[src/rtl/core/rsnh_pkg.sv]
// ----------------------------------------------------------------------------
// rsnh_pkg
// Shared types, constants and helper functions of the ray/scene nearest-hit
// core: command and result records, sequencer codes, scene constants.
// ----------------------------------------------------------------------------
package rsnh_pkg;

    localparam int COORD_W     = 24;
    localparam int T_W         = 23;
    localparam int MASK_W      = 5;
    localparam int OBJ_W       = 3;
    localparam int ROUGH_W     = 5;
    localparam int MAX_SPHERES = 4;
    localparam int CFG_IDX_W   = 4;
    localparam int BEST_W      = 43;

    // Operation codes
    localparam logic OP_NEAREST = 1'b0;
    localparam logic OP_OCCLUDE = 1'b1;

    // Configuration register indexes
    localparam logic [CFG_IDX_W-1:0] CFG_SPHERE_Z_BASE = 4'd4;
    localparam logic [CFG_IDX_W-1:0] CFG_REG_COUNT     = 4'd8;

    // Object codes
    localparam logic [OBJ_W-1:0] OBJ_PLANE = 3'd4;
    localparam logic [OBJ_W-1:0] OBJ_END   = 3'd5;

    // Scene constants
    localparam logic [BEST_W-1:0]  T_FAR       = 43'd6553599993447;
    localparam logic [BEST_W-1:0]  T_CLAMP     = 43'h100_0000_0000;
    localparam logic [BEST_W-1:0]  T_OUT_MAX   = 43'd8388607;
    localparam logic [53:0]        SPHERE_MIN_T = 54'd1;
    localparam logic [53:0]        PLANE_MIN_T  = 54'd7;
    localparam logic signed [24:0] PLANE_MIN_DEN = 25'sd7;
    localparam logic signed [34:0] ONE_Q16     = 35'sd65536;
    localparam logic signed [23:0] NORMAL_ONE  = 24'sd65536;
    localparam logic [ROUGH_W-1:0] PLANE_ROUGH = 5'd9;
    localparam logic [5:0]         SQRT_STEPS  = 6'd27;
    localparam logic [5:0]         DIV_STEPS   = 6'd54;

    typedef struct packed {
        logic                      operation;
        logic signed [COORD_W-1:0] ray_origin_x;
        logic signed [COORD_W-1:0] ray_origin_y;
        logic signed [COORD_W-1:0] ray_origin_z;
        logic signed [COORD_W-1:0] ray_dir_x;
        logic signed [COORD_W-1:0] ray_dir_y;
        logic signed [COORD_W-1:0] ray_dir_z;
        logic [MASK_W-1:0]         object_mask;
        logic [T_W-1:0]            t_limit;
    } rsnh_cmd_t;

    typedef struct packed {
        logic                      hit;
        logic [OBJ_W-1:0]          object_index;
        logic [T_W-1:0]            hit_t;
        logic signed [COORD_W-1:0] hit_x;
        logic signed [COORD_W-1:0] hit_y;
        logic signed [COORD_W-1:0] hit_z;
        logic signed [COORD_W-1:0] normal_x;
        logic signed [COORD_W-1:0] normal_y;
        logic signed [COORD_W-1:0] normal_z;
        logic [ROUGH_W-1:0]        roughness_index;
        logic                      occluded;
    } rsnh_result_t;

    typedef enum logic [9:0] {
        S_IDLE = 10'b00_0000_0001,
        S_OBJ  = 10'b00_0000_0010,
        S_MUL  = 10'b00_0000_0100,
        S_ACC  = 10'b00_0000_1000,
        S_FIN  = 10'b00_0001_0000,
        S_SQRT = 10'b00_0010_0000,
        S_NUM  = 10'b00_0100_0000,
        S_DIV  = 10'b00_1000_0000,
        S_CAND = 10'b01_0000_0000,
        S_OUT  = 10'b10_0000_0000
    } rsnh_state_t;

    typedef enum logic [2:0] {
        PASS_A,
        PASS_H,
        PASS_C,
        PASS_D,
        PASS_P
    } rsnh_pass_t;

    // Saturate a wide signed value to the Q8.16 range
    function automatic logic signed [COORD_W-1:0] sat24(input logic signed [51:0] v);
        logic signed [COORD_W-1:0] r;
        if (v > 52'sd8388607) begin
            r = 24'sh7FFFFF;
        end else if (v < -52'sd8388608) begin
            r = 24'sh800000;
        end else begin
            r = v[COORD_W-1:0];
        end
        return r;
    endfunction

    // Roughness index of each sphere
    function automatic logic [ROUGH_W-1:0] sphere_rough(input logic [1:0] i);
        logic [ROUGH_W-1:0] r;
        case (i)
            2'd0:    r = 5'd1;
            2'd1:    r = 5'd2;
            2'd2:    r = 5'd5;
            default: r = 5'd18;
        endcase
        return r;
    endfunction

endpackage

[src/rtl/core/ray_scene_nearest_hit_core.sv]
// ----------------------------------------------------------------------------
// ray_scene_nearest_hit_core
// One ray against up to four unit spheres and the ground plane: nearest hit
// with point, normal and roughness, or an occlusion test against a limit.
// ----------------------------------------------------------------------------
//  channel   ports                               transfer
//  command   start, busy, cmd                    start high while busy low
//  result    done, result                        done high for one cycle
//  config    cfg_write, cfg_index, cfg_data      cfg_write high
//
// For one ray, from its transfer to done, the core forms |d|^2, then for
// each tested sphere a 27-step square root and a 54-step divider on one
// shared subtractor, with dot products on one shared multiplier; skipped
// objects are passed over, then come the plane and the hit point.
// busy stays high meanwhile.
// Reset restores the default sphere centres and returns to idle.
// The receiver cannot stall: each result is shown for exactly one cycle.
// ----------------------------------------------------------------------------
module ray_scene_nearest_hit_core
    import rsnh_pkg::*;
#(
    parameter int NUM_SPHERES = 4
)(
    input  logic                      clk,
    input  logic                      rst_n,
    input  logic                      start,
    output logic                      busy,
    input  rsnh_cmd_t                 cmd,
    output logic                      done,
    output rsnh_result_t              result,
    input  logic                      cfg_write,
    input  logic [CFG_IDX_W-1:0]      cfg_index,
    input  logic signed [COORD_W-1:0] cfg_data
);

    localparam logic [OBJ_W-1:0] SPH_END = OBJ_W'(NUM_SPHERES);

    // Sequencer
    rsnh_state_t      state_reg;
    rsnh_pass_t       pass_reg;
    logic [1:0]       k_reg;
    logic [1:0]       axis_reg;
    logic [OBJ_W-1:0] obj_reg;
    logic [5:0]       it_reg;
    logic             found_reg;
    logic             occ_reg;
    logic             done_reg;
    logic [OBJ_W-1:0] idx_reg;
    logic [BEST_W-1:0] best_reg;

    // Scene configuration
    logic signed [COORD_W-1:0] sx_reg [MAX_SPHERES];
    logic signed [COORD_W-1:0] sz_reg [MAX_SPHERES];

    // Ray and datapath
    logic                      op_reg;
    logic [MASK_W-1:0]         mask_reg;
    logic [T_W-1:0]            limit_reg;
    logic signed [COORD_W-1:0] org_reg [3];
    logic signed [COORD_W-1:0] dir_reg [3];
    logic signed [24:0]        oc_reg  [3];
    logic signed [53:0]        prod_reg;
    logic signed [65:0]        acc_reg;
    logic [31:0]               a_reg;
    logic signed [34:0]        h_reg;
    logic signed [34:0]        c_reg;
    logic [53:0]               sh_reg;
    logic [33:0]               rem_reg;
    logic [26:0]               root_reg;
    logic [31:0]               den_reg;
    logic [40:0]               tc_reg;
    logic signed [50:0]        p_reg [3];
    rsnh_result_t              res_reg;

    // Combinational helpers
    logic signed [26:0] mul_a;
    logic signed [26:0] mul_b;
    logic [1:0]         last_k;
    logic signed [65:0] prod_ext;
    logic signed [65:0] acc_term;
    logic signed [65:0] acc_base;
    logic signed [65:0] acc_next;
    logic [33:0]        rem_sh;
    logic [33:0]        sub_b;
    logic [34:0]        diff;
    logic               take;
    logic signed [35:0] num;
    logic               num_pos;
    logic signed [24:0] neg_dz;
    logic               sph_en;
    logic               plane_go;
    logic [53:0]        min_t;
    logic               t_ok;
    logic signed [50:0] p_new;
    logic signed [50:0] apx;
    logic signed [50:0] apy;
    logic signed [51:0] nx;
    logic signed [51:0] nz;
    rsnh_result_t       res_next;

    assign busy   = (state_reg != S_IDLE);
    assign done   = done_reg;
    assign result = res_reg;

    // Select multiplier operands for the current pass and term
    always_comb
    begin
        mul_a  = '0;
        mul_b  = '0;
        last_k = 2'd2;
        case (pass_reg)
            PASS_A:
            begin
                mul_a = {{3{dir_reg[k_reg][23]}}, dir_reg[k_reg]};
                mul_b = {{3{dir_reg[k_reg][23]}}, dir_reg[k_reg]};
            end
            PASS_H:
            begin
                mul_a = {{3{dir_reg[k_reg][23]}}, dir_reg[k_reg]};
                mul_b = {{2{oc_reg[k_reg][24]}}, oc_reg[k_reg]};
            end
            PASS_C:
            begin
                mul_a = {{2{oc_reg[k_reg][24]}}, oc_reg[k_reg]};
                mul_b = {{2{oc_reg[k_reg][24]}}, oc_reg[k_reg]};
            end
            PASS_D:
            begin
                last_k = 2'd1;
                if (k_reg == 2'd0)
                begin
                    mul_a = h_reg[34:8];
                    mul_b = h_reg[34:8];
                end
                else
                begin
                    mul_a = {3'b000, a_reg[31:8]};
                    mul_b = c_reg[34:8];
                end
            end
            default:
            begin
                last_k = 2'd1;
                mul_a  = {{3{dir_reg[axis_reg][23]}}, dir_reg[axis_reg]};
                if (k_reg == 2'd0)
                    mul_b = {3'b000, tc_reg[23:0]};
                else
                    mul_b = {10'b0, tc_reg[40:24]};
            end
        endcase
    end

    // Accumulate: clear on the first term, subtract in the discriminant,
    // shift the upper half of the distance in the hit point
    always_comb
    begin
        prod_ext = {{12{prod_reg[53]}}, prod_reg};
        if (pass_reg == PASS_P && k_reg == 2'd1)
            acc_term = {prod_ext[41:0], 24'b0};
        else
            acc_term = prod_ext;
        acc_base = (k_reg == 2'd0) ? '0 : acc_reg;
        if (pass_reg == PASS_D && k_reg == 2'd1)
            acc_next = acc_base - acc_term;
        else
            acc_next = acc_base + acc_term;
    end

    // Shared compare-subtract for square root and division steps
    always_comb
    begin
        if (state_reg == S_SQRT)
        begin
            rem_sh = {rem_reg[31:0], sh_reg[53:52]};
            sub_b  = {5'b0, root_reg, 2'b01};
        end
        else
        begin
            rem_sh = {rem_reg[32:0], sh_reg[53]};
            sub_b  = {2'b00, den_reg};
        end
        diff = {1'b0, rem_sh} - {1'b0, sub_b};
        take = ~diff[34];
    end

    // Object dispatch and candidate checks
    always_comb
    begin
        num      = {h_reg[34], h_reg} - {1'b0, root_reg, 8'b0};
        num_pos  = ~num[35] && (num != '0);
        neg_dz   = -{dir_reg[2][23], dir_reg[2]};
        sph_en   = (op_reg == OP_OCCLUDE) || mask_reg[obj_reg[1:0]];
        plane_go = ((op_reg == OP_OCCLUDE) || mask_reg[MASK_W-1])
                   && (neg_dz >= PLANE_MIN_DEN) && (org_reg[2] > 24'sd0);
        min_t    = (obj_reg == OBJ_PLANE) ? PLANE_MIN_T : SPHERE_MIN_T;
        t_ok     = (sh_reg >= min_t);
        p_new    = {{27{org_reg[axis_reg][23]}}, org_reg[axis_reg]}
                   + {acc_reg[65], acc_reg[65:16]};
    end

    // Build the result record
    always_comb
    begin
        apx = p_reg[0][50] ? -p_reg[0] : p_reg[0];
        apy = p_reg[1][50] ? -p_reg[1] : p_reg[1];
        nx  = {p_reg[0][50], p_reg[0]}
              - {{28{sx_reg[idx_reg[1:0]][23]}}, sx_reg[idx_reg[1:0]]};
        nz  = {p_reg[2][50], p_reg[2]}
              - {{28{sz_reg[idx_reg[1:0]][23]}}, sz_reg[idx_reg[1:0]]};
        res_next = '0;
        if (op_reg == OP_OCCLUDE)
        begin
            res_next.occluded = occ_reg;
        end
        else if (found_reg)
        begin
            res_next.hit          = 1'b1;
            res_next.object_index = idx_reg;
            res_next.hit_t        = (best_reg > T_OUT_MAX) ? T_OUT_MAX[T_W-1:0]
                                                           : best_reg[T_W-1:0];
            res_next.hit_x        = sat24({p_reg[0][50], p_reg[0]});
            res_next.hit_y        = sat24({p_reg[1][50], p_reg[1]});
            res_next.hit_z        = sat24({p_reg[2][50], p_reg[2]});
            if (idx_reg == OBJ_PLANE)
            begin
                res_next.normal_z        = NORMAL_ONE;
                res_next.roughness_index = (apx[16] ^ apy[16]) ? '0 : PLANE_ROUGH;
            end
            else
            begin
                res_next.normal_x        = sat24(nx);
                res_next.normal_y        = sat24({p_reg[1][50], p_reg[1]});
                res_next.normal_z        = sat24(nz);
                res_next.roughness_index = sphere_rough(idx_reg[1:0]);
            end
        end
    end

    // Sequencer and configuration registers
    always_ff @(posedge clk or negedge rst_n)
    begin
        if (!rst_n)
        begin
            state_reg <= S_IDLE;
            pass_reg  <= PASS_A;
            k_reg     <= '0;
            axis_reg  <= '0;
            obj_reg   <= '0;
            it_reg    <= '0;
            found_reg <= 1'b0;
            occ_reg   <= 1'b0;
            done_reg  <= 1'b0;
            idx_reg   <= '0;
            best_reg  <= T_FAR;
            sx_reg[0] <= -24'sd196608;
            sx_reg[1] <= -24'sd65536;
            sx_reg[2] <= 24'sd65536;
            sx_reg[3] <= 24'sd196608;
            sz_reg[0] <= '0;
            sz_reg[1] <= '0;
            sz_reg[2] <= '0;
            sz_reg[3] <= '0;
        end
        else
        begin
            done_reg <= 1'b0;

            // Take configuration writes; drop indexes beyond the list
            if (cfg_write)
            begin
                if (cfg_index < CFG_SPHERE_Z_BASE)
                    sx_reg[cfg_index[1:0]] <= cfg_data;
                else if (cfg_index < CFG_REG_COUNT)
                    sz_reg[cfg_index[1:0]] <= cfg_data;
            end

            unique case (state_reg)
                S_IDLE:
                begin
                    if (start)
                    begin
                        pass_reg  <= PASS_A;
                        k_reg     <= '0;
                        found_reg <= 1'b0;
                        occ_reg   <= 1'b0;
                        best_reg  <= T_FAR;
                        state_reg <= S_MUL;
                    end
                end
                S_MUL:
                begin
                    state_reg <= S_ACC;
                end
                S_ACC:
                begin
                    if (k_reg == last_k)
                    begin
                        state_reg <= S_FIN;
                    end
                    else
                    begin
                        k_reg     <= k_reg + 2'd1;
                        state_reg <= S_MUL;
                    end
                end
                S_FIN:
                begin
                    k_reg <= '0;
                    case (pass_reg)
                        PASS_A:
                        begin
                            obj_reg   <= '0;
                            state_reg <= S_OBJ;
                        end
                        PASS_H:
                        begin
                            pass_reg  <= PASS_C;
                            state_reg <= S_MUL;
                        end
                        PASS_C:
                        begin
                            pass_reg  <= PASS_D;
                            state_reg <= S_MUL;
                        end
                        PASS_D:
                        begin
                            if (a_reg == '0 || acc_reg[65])
                            begin
                                obj_reg   <= obj_reg + 3'd1;
                                state_reg <= S_OBJ;
                            end
                            else
                            begin
                                it_reg    <= '0;
                                state_reg <= S_SQRT;
                            end
                        end
                        default:
                        begin
                            if (axis_reg == 2'd2)
                            begin
                                state_reg <= S_OUT;
                            end
                            else
                            begin
                                axis_reg  <= axis_reg + 2'd1;
                                state_reg <= S_MUL;
                            end
                        end
                    endcase
                end
                S_OBJ:
                begin
                    if (obj_reg < SPH_END)
                    begin
                        if (sph_en)
                        begin
                            pass_reg  <= PASS_H;
                            k_reg     <= '0;
                            state_reg <= S_MUL;
                        end
                        else
                        begin
                            obj_reg <= obj_reg + 3'd1;
                        end
                    end
                    else if (obj_reg < OBJ_PLANE)
                    begin
                        obj_reg <= OBJ_PLANE;
                    end
                    else if (obj_reg == OBJ_PLANE)
                    begin
                        if (plane_go)
                        begin
                            it_reg    <= '0;
                            state_reg <= S_DIV;
                        end
                        else
                        begin
                            obj_reg <= OBJ_END;
                        end
                    end
                    else if (op_reg == OP_NEAREST && found_reg)
                    begin
                        pass_reg  <= PASS_P;
                        axis_reg  <= '0;
                        k_reg     <= '0;
                        state_reg <= S_MUL;
                    end
                    else
                    begin
                        state_reg <= S_OUT;
                    end
                end
                S_SQRT:
                begin
                    if (it_reg == SQRT_STEPS - 6'd1)
                        state_reg <= S_NUM;
                    else
                        it_reg <= it_reg + 6'd1;
                end
                S_NUM:
                begin
                    if (num_pos)
                    begin
                        it_reg    <= '0;
                        state_reg <= S_DIV;
                    end
                    else
                    begin
                        obj_reg   <= obj_reg + 3'd1;
                        state_reg <= S_OBJ;
                    end
                end
                S_DIV:
                begin
                    if (it_reg == DIV_STEPS - 6'd1)
                        state_reg <= S_CAND;
                    else
                        it_reg <= it_reg + 6'd1;
                end
                S_CAND:
                begin
                    // Keep the earlier object on a tie
                    if (t_ok)
                    begin
                        if (op_reg == OP_OCCLUDE)
                        begin
                            if (sh_reg < {31'b0, limit_reg})
                                occ_reg <= 1'b1;
                        end
                        else if (sh_reg < {11'b0, best_reg})
                        begin
                            best_reg  <= sh_reg[BEST_W-1:0];
                            idx_reg   <= obj_reg;
                            found_reg <= 1'b1;
                        end
                    end
                    obj_reg   <= obj_reg + 3'd1;
                    state_reg <= S_OBJ;
                end
                S_OUT:
                begin
                    done_reg  <= 1'b1;
                    state_reg <= S_IDLE;
                end
                default:
                begin
                    state_reg <= S_IDLE;
                end
            endcase
        end
    end

    // Datapath registers
    always_ff @(posedge clk)
    begin
        unique case (state_reg)
            S_IDLE:
            begin
                if (start)
                begin
                    op_reg     <= cmd.operation;
                    mask_reg   <= cmd.object_mask;
                    limit_reg  <= cmd.t_limit;
                    org_reg[0] <= cmd.ray_origin_x;
                    org_reg[1] <= cmd.ray_origin_y;
                    org_reg[2] <= cmd.ray_origin_z;
                    dir_reg[0] <= cmd.ray_dir_x;
                    dir_reg[1] <= cmd.ray_dir_y;
                    dir_reg[2] <= cmd.ray_dir_z;
                end
            end
            S_MUL:
            begin
                prod_reg <= mul_a * mul_b;
            end
            S_ACC:
            begin
                acc_reg <= acc_next;
            end
            S_FIN:
            begin
                case (pass_reg)
                    PASS_A: a_reg <= acc_reg[47:16];
                    PASS_H: h_reg <= acc_reg[50:16];
                    PASS_C: c_reg <= {1'b0, acc_reg[49:16]} - ONE_Q16;
                    PASS_D:
                    begin
                        sh_reg   <= acc_reg[53:0];
                        rem_reg  <= '0;
                        root_reg <= '0;
                    end
                    default: p_reg[axis_reg] <= p_new;
                endcase
            end
            S_OBJ:
            begin
                // Load centre offsets, plane divider and clamped distance
                oc_reg[0] <= {sx_reg[obj_reg[1:0]][23], sx_reg[obj_reg[1:0]]}
                             - {org_reg[0][23], org_reg[0]};
                oc_reg[1] <= -{org_reg[1][23], org_reg[1]};
                oc_reg[2] <= {sz_reg[obj_reg[1:0]][23], sz_reg[obj_reg[1:0]]}
                             - {org_reg[2][23], org_reg[2]};
                sh_reg    <= {15'b0, org_reg[2][22:0], 16'b0};
                rem_reg   <= '0;
                den_reg   <= {8'b0, neg_dz[23:0]};
                tc_reg    <= (best_reg >= T_CLAMP) ? T_CLAMP[40:0] : best_reg[40:0];
            end
            S_SQRT:
            begin
                rem_reg  <= take ? diff[33:0] : rem_sh;
                root_reg <= {root_reg[25:0], take};
                sh_reg   <= {sh_reg[51:0], 2'b00};
            end
            S_NUM:
            begin
                sh_reg  <= {4'b0, num[33:0], 16'b0};
                rem_reg <= '0;
                den_reg <= a_reg;
            end
            S_DIV:
            begin
                rem_reg <= take ? diff[33:0] : rem_sh;
                sh_reg  <= {sh_reg[52:0], take};
            end
            S_OUT:
            begin
                res_reg <= res_next;
            end
            default:
            begin
                res_reg <= res_reg;
            end
        endcase
    end

    // Checks
    a_start_busy: assert property (@(posedge clk) disable iff (!rst_n)
        (start && !busy) |=> busy)
        else $error("accepted command did not raise busy");

    a_done_pulse: assert property (@(posedge clk) disable iff (!rst_n)
        done |=> !done)
        else $error("result strobe longer than one cycle");

    a_mode_excl: assert property (@(posedge clk) disable iff (!rst_n)
        done |-> !(result.hit && result.occluded))
        else $error("hit and occluded both set");

    a_sqrt_count: assert property (@(posedge clk) disable iff (!rst_n)
        (state_reg == S_SQRT) |-> (it_reg < SQRT_STEPS))
        else $error("square root step count overrun");

    a_cand_obj: assert property (@(posedge clk) disable iff (!rst_n)
        (state_reg == S_CAND) |-> (obj_reg <= OBJ_PLANE))
        else $error("candidate from no object");

endmodule
[config.mk]
export PLATFORM = sky130hd
export DESIGN_NAME = ray_scene_nearest_hit_core
export DESIGN_NICKNAME = d
export VERILOG_FILES = /design/src/rtl/core/rsnh_pkg.sv /design/src/rtl/core/ray_scene_nearest_hit_core.sv
export SDC_FILE = /design/constraint.sdc
export NUM_CORES = 2
export LEC_CHECK = 0
export CORE_MARGIN = 1.5
export CORE_UTILIZATION = 40
export CTS_CLUSTER_SIZE = 24
export DETAILED_ROUTE_END_ITERATION = 12
export DONT_BUFFER_PORTS = 1
export GPL_TIMING_DRIVEN = 0
export HOLD_SLACK_MARGIN = 0.12
export PLACE_DENSITY = 0.57
export SLEW_MARGIN = 20
export SYNTH_ARGS = -nofsm -noshare
export SYNTH_HDL_FRONTEND = slang
export SYNTH_SLANG_ARGS = --single-unit
[constraint.sdc]
create_clock -name clk -period 20.5 [get_ports clk]
set_input_delay 1.025 -clock clk [delete_from_list [all_inputs] [get_ports clk]]
set_output_delay 1.025 -clock clk [all_outputs]
set_load 0.02 [all_outputs]
==> out/metrics.csv <==
stage,metric,value,unit
route,Routed WL per cell,30.3,um
timing,setup clock skew after layout,0.0616,ns
timing,Final setup viols,0,
synthesis,synthesized area,101000,um2
global_route,first-pass GRT wire length,583,mm
place,DP Wirelength,341,mm
synthesis,post-synthesis net count,11600,
clock_tree,clk sink count,1246,
critical_path,Worst setup EP type,flop,
clock_tree,htree depth,4,
floorplanning,Die X,505,um
floorplanning,Die ar.,255000,um2
synthesis,multiplexer share of the synthesized area,5.93,%
global_route,all-layer global routing usage,32.1,%
place,GP Congestion,1.01,
critical_path,most frequent cell on the critical path,inv_1,
critical_path,Setup CP Type,reg2reg,
timing,"Slew Viols, Final",0,
layout,"commonest non-fill, non-tap cell in the layout",inv_1,
synthesis,Yosys warning count,0,
timing,final count of hold timing violations,0,
layout,most frequent cells in the layout,"inv_1 (1221), nand2_1 (1112), edfxtp_1 (979)",
synthesis,Mapped Avg Cell Area,10.0,um2
timing,Hold Worst Slack,0.245,ns
layout,Synth-to-Final Area Change,10.5,%
synthesis,Synth Area in XOR/XNOR,3.72,%
timing,Final period util,73.1,%
layout,max reg flops,177,
clock_tree,Post-CTS Setup Bufs,0,
route,initial DRC count,8162,
critical_path,CP Max Fanout,11,
synthesis,ys async rst share,21.4,%
route,Post-route DRC,0,
route,antenna violation net count after detailed routing,0,
hold_path,Hold Crit Class,in2reg,
global_route,vias in the first global route,79700,
floorplanning,IO Count,384,
synthesis,"Distinct cells, synth",101,
floorplanning,core footprint,251000,um2
floorplanning,Die Y,505,um
global_route,Overflow after GRT,0,
floorplanning,Starting Density,40.2,%
route,Routed WL,416,mm
critical_path,data required time at the worst endpoint,21.05,ns
clock_tree,CTS tree,done,
timing,post-layout worst setup margin,5.52,ns
place,input/output buffers,0,
synthesis,Post-Synthesis Cells,10000,
timing,TNS Setup,0,ns
critical_path,CP Launch Type,flop,
synthesis,simple-gate area share of the yosys netlist,14.0,%
global_route,initial antenna violation count,27,
floorplanning,FP Rows,184,
clock_tree,CTS Root Buffer Type,clkbuf_16,
route,Vias,80400,
critical_path,"Largest stage delay, worst path",1.06,ns
timing,fin crit period,14.98,ns
run,max_cap viols,0,
place,Place WS,5.61,ns
synthesis,largest family of logic cells by synthesized area,adder cells,
critical_path,slowest library cell on the worst path,o21ai_1,
synthesis,predominant post-synthesis flop cell,edfxtp_1,
synthesis,area fraction in compound gates after synthesis,12.0,%
clock_tree,CTS Buffer Depth,3,
route,1st-pass router iterations,7,
route,vias per cell,5.85,
timing,fmax,66.8,MHz
timing,Slew HR,17.4,%
hold_path,hold path depth,0,
layout,nets,11800,
synthesis,number of synthesized register bits,1246,
synthesis,sequential area share after synthesis,35.9,%
clock_tree,Clock Pin Slew Worst Setup and Hold Paths,0.07,ns
status,status,completed,
critical_path,Worst Reg-to-Reg Cells,41,
place,Area after DPL,106000,um2
timing,worst slew pin tran,1.23,ns
global_route,largest net degree at the start of global routing,220,
synthesis,number of synthesized flops with an enable pin,979,
layout,Finished Cell Area,111000,um2
clock_tree,Inserted Clock Buffers,144,
critical_path,CP arrival,15.53,ns
timing,RSZ-0062 raised after global routing,no,
layout,layout cells sized above 1,7.73,%
synthesis,post-synthesis adder-cell area fraction,22.3,%
layout,# fillers,24100,
clock_tree,Skew-Pair Late Insertion Delay,0.86,ns
-- kinds of logic (layout without fill, tap and decap cells) --
logic type               count (synthesis)  after routing
multiplexers                           447            447
AO/OA/AOI/OAI                         1899           1899
adder cells (fa/ha/maj)               1332           1332
flip-flops                            1246           1246
other                                    0             20
XOR/XNOR                               428            428
AND/OR/NAND/NOR                       3032           3032
buffers and inverters                 1659           1995
-- Yosys cell counts (48+ instances only) --
library cell / n / area (um2)
nor2_1: 803 / 3010
a211oi_1: 49 / 368
inv_1: 1221 / 4580
xor2_1: 157 / 1380
ha_1: 563 / 7040
nor2b_1: 171 / 1070
and2_1: 97 / 607
and3_1: 56 / 350
nand4_1: 87 / 544
mux2_2: 210 / 2360
o211ai_1: 87 / 653
mux2i_1: 138 / 1380
xnor2_1: 271 / 2370
or3_1: 51 / 319
nand2b_1: 119 / 744
o21a_1: 73 / 548
nand2_1: 1115 / 4190
a31oi_1: 75 / 469
buf_1: 64 / 240
mux4_2: 98 / 2210
a21o_1: 185 / 1390
edfxtp_1: 979 / 29400
dfrtp_1: 219 / 5480
dfstp_2: 48 / 1260
clkbuf_1: 362 / 1360
nor4_1: 101 / 632
nor3_1: 155 / 776
a21oi_1: 615 / 3080
o21ai_0: 361 / 1810
fa_1: 769 / 15400
nand3_1: 117 / 586
-- critical path, delay by kind of cell, from the launching register on --
kind | cells | cell delay (ns)
buf+inv | 16 | 5.17
fa+ha+maj | 9 | 4.98
compound gates | 10 | 2.80
simple gates | 4 | 0.73
mux | 1 | 0.47
flops | 1 | 0.36
xor+xnor | 1 | 0.12
-- timing repair --
item	4_1_cts	5_1_grt
resized for setup	0	0
hold buffers	2	0
endpoints found under the hold margin	219	0
setup endpoints to repair	0	0
-- final timing paths --
kind                                start              to  slack, ns
min in group asynchronous           rst_n            done       0.34
max in group asynchronous           rst_n       sz_reg[8]      18.84
worst min-delay path             cmd[111]  org_reg[2][11]       0.24
worst min register to register  found_reg       found_reg       0.49
worst max register to register   k_reg[1]    prod_reg[53]       5.52
worst max-delay path             k_reg[1]    prod_reg[53]       5.52
-- layer usage --
metal | track usage (%) | vias to the layer above | routed length (um)
met3 | 5.16 | 962 | 29100
met2 | 52.7 | 3736 | 196000
met4 | 22.2 | 2 | 34100
met1 | 38.5 | 40500 | 157000
met5 | 0 | - | 8
li1 | - | 35200 | -
-- layout make-up --
type / instances / area (um2) / share of cell area, %
sequential: 1246 / 36100 / 32.5
buffer: 438 / 1690 / 1.52
antenna: 20 / 50.0 / 0.0450
timing repair buffer: 72 / 943 / 0.847
clock buffer: 170 / 3780 / 3.40
multi-input combinational: 7138 / 58600 / 52.7
tap: 3348 / 4190 / 3.76
clock inverter: 94 / 1310 / 1.18
inverter: 1221 / 4580 / 4.12
-- metrics by stage --
| stage | std cells | utilization [%] |
|---|---|---|
| after floorplan | 10000 | - |
| after global placement | 13400 | 41.8 |
| after detailed placement | 13500 | 42.3 |
| after CTS | 13700 | 44.3 |
| after global routing | 13700 | 44.4 |
| final | 13700 | 44.4 |
Power is left out: the tool's default activity adds up to more than one toggle a clock period on the data nets, which glitch-free logic cannot reach.
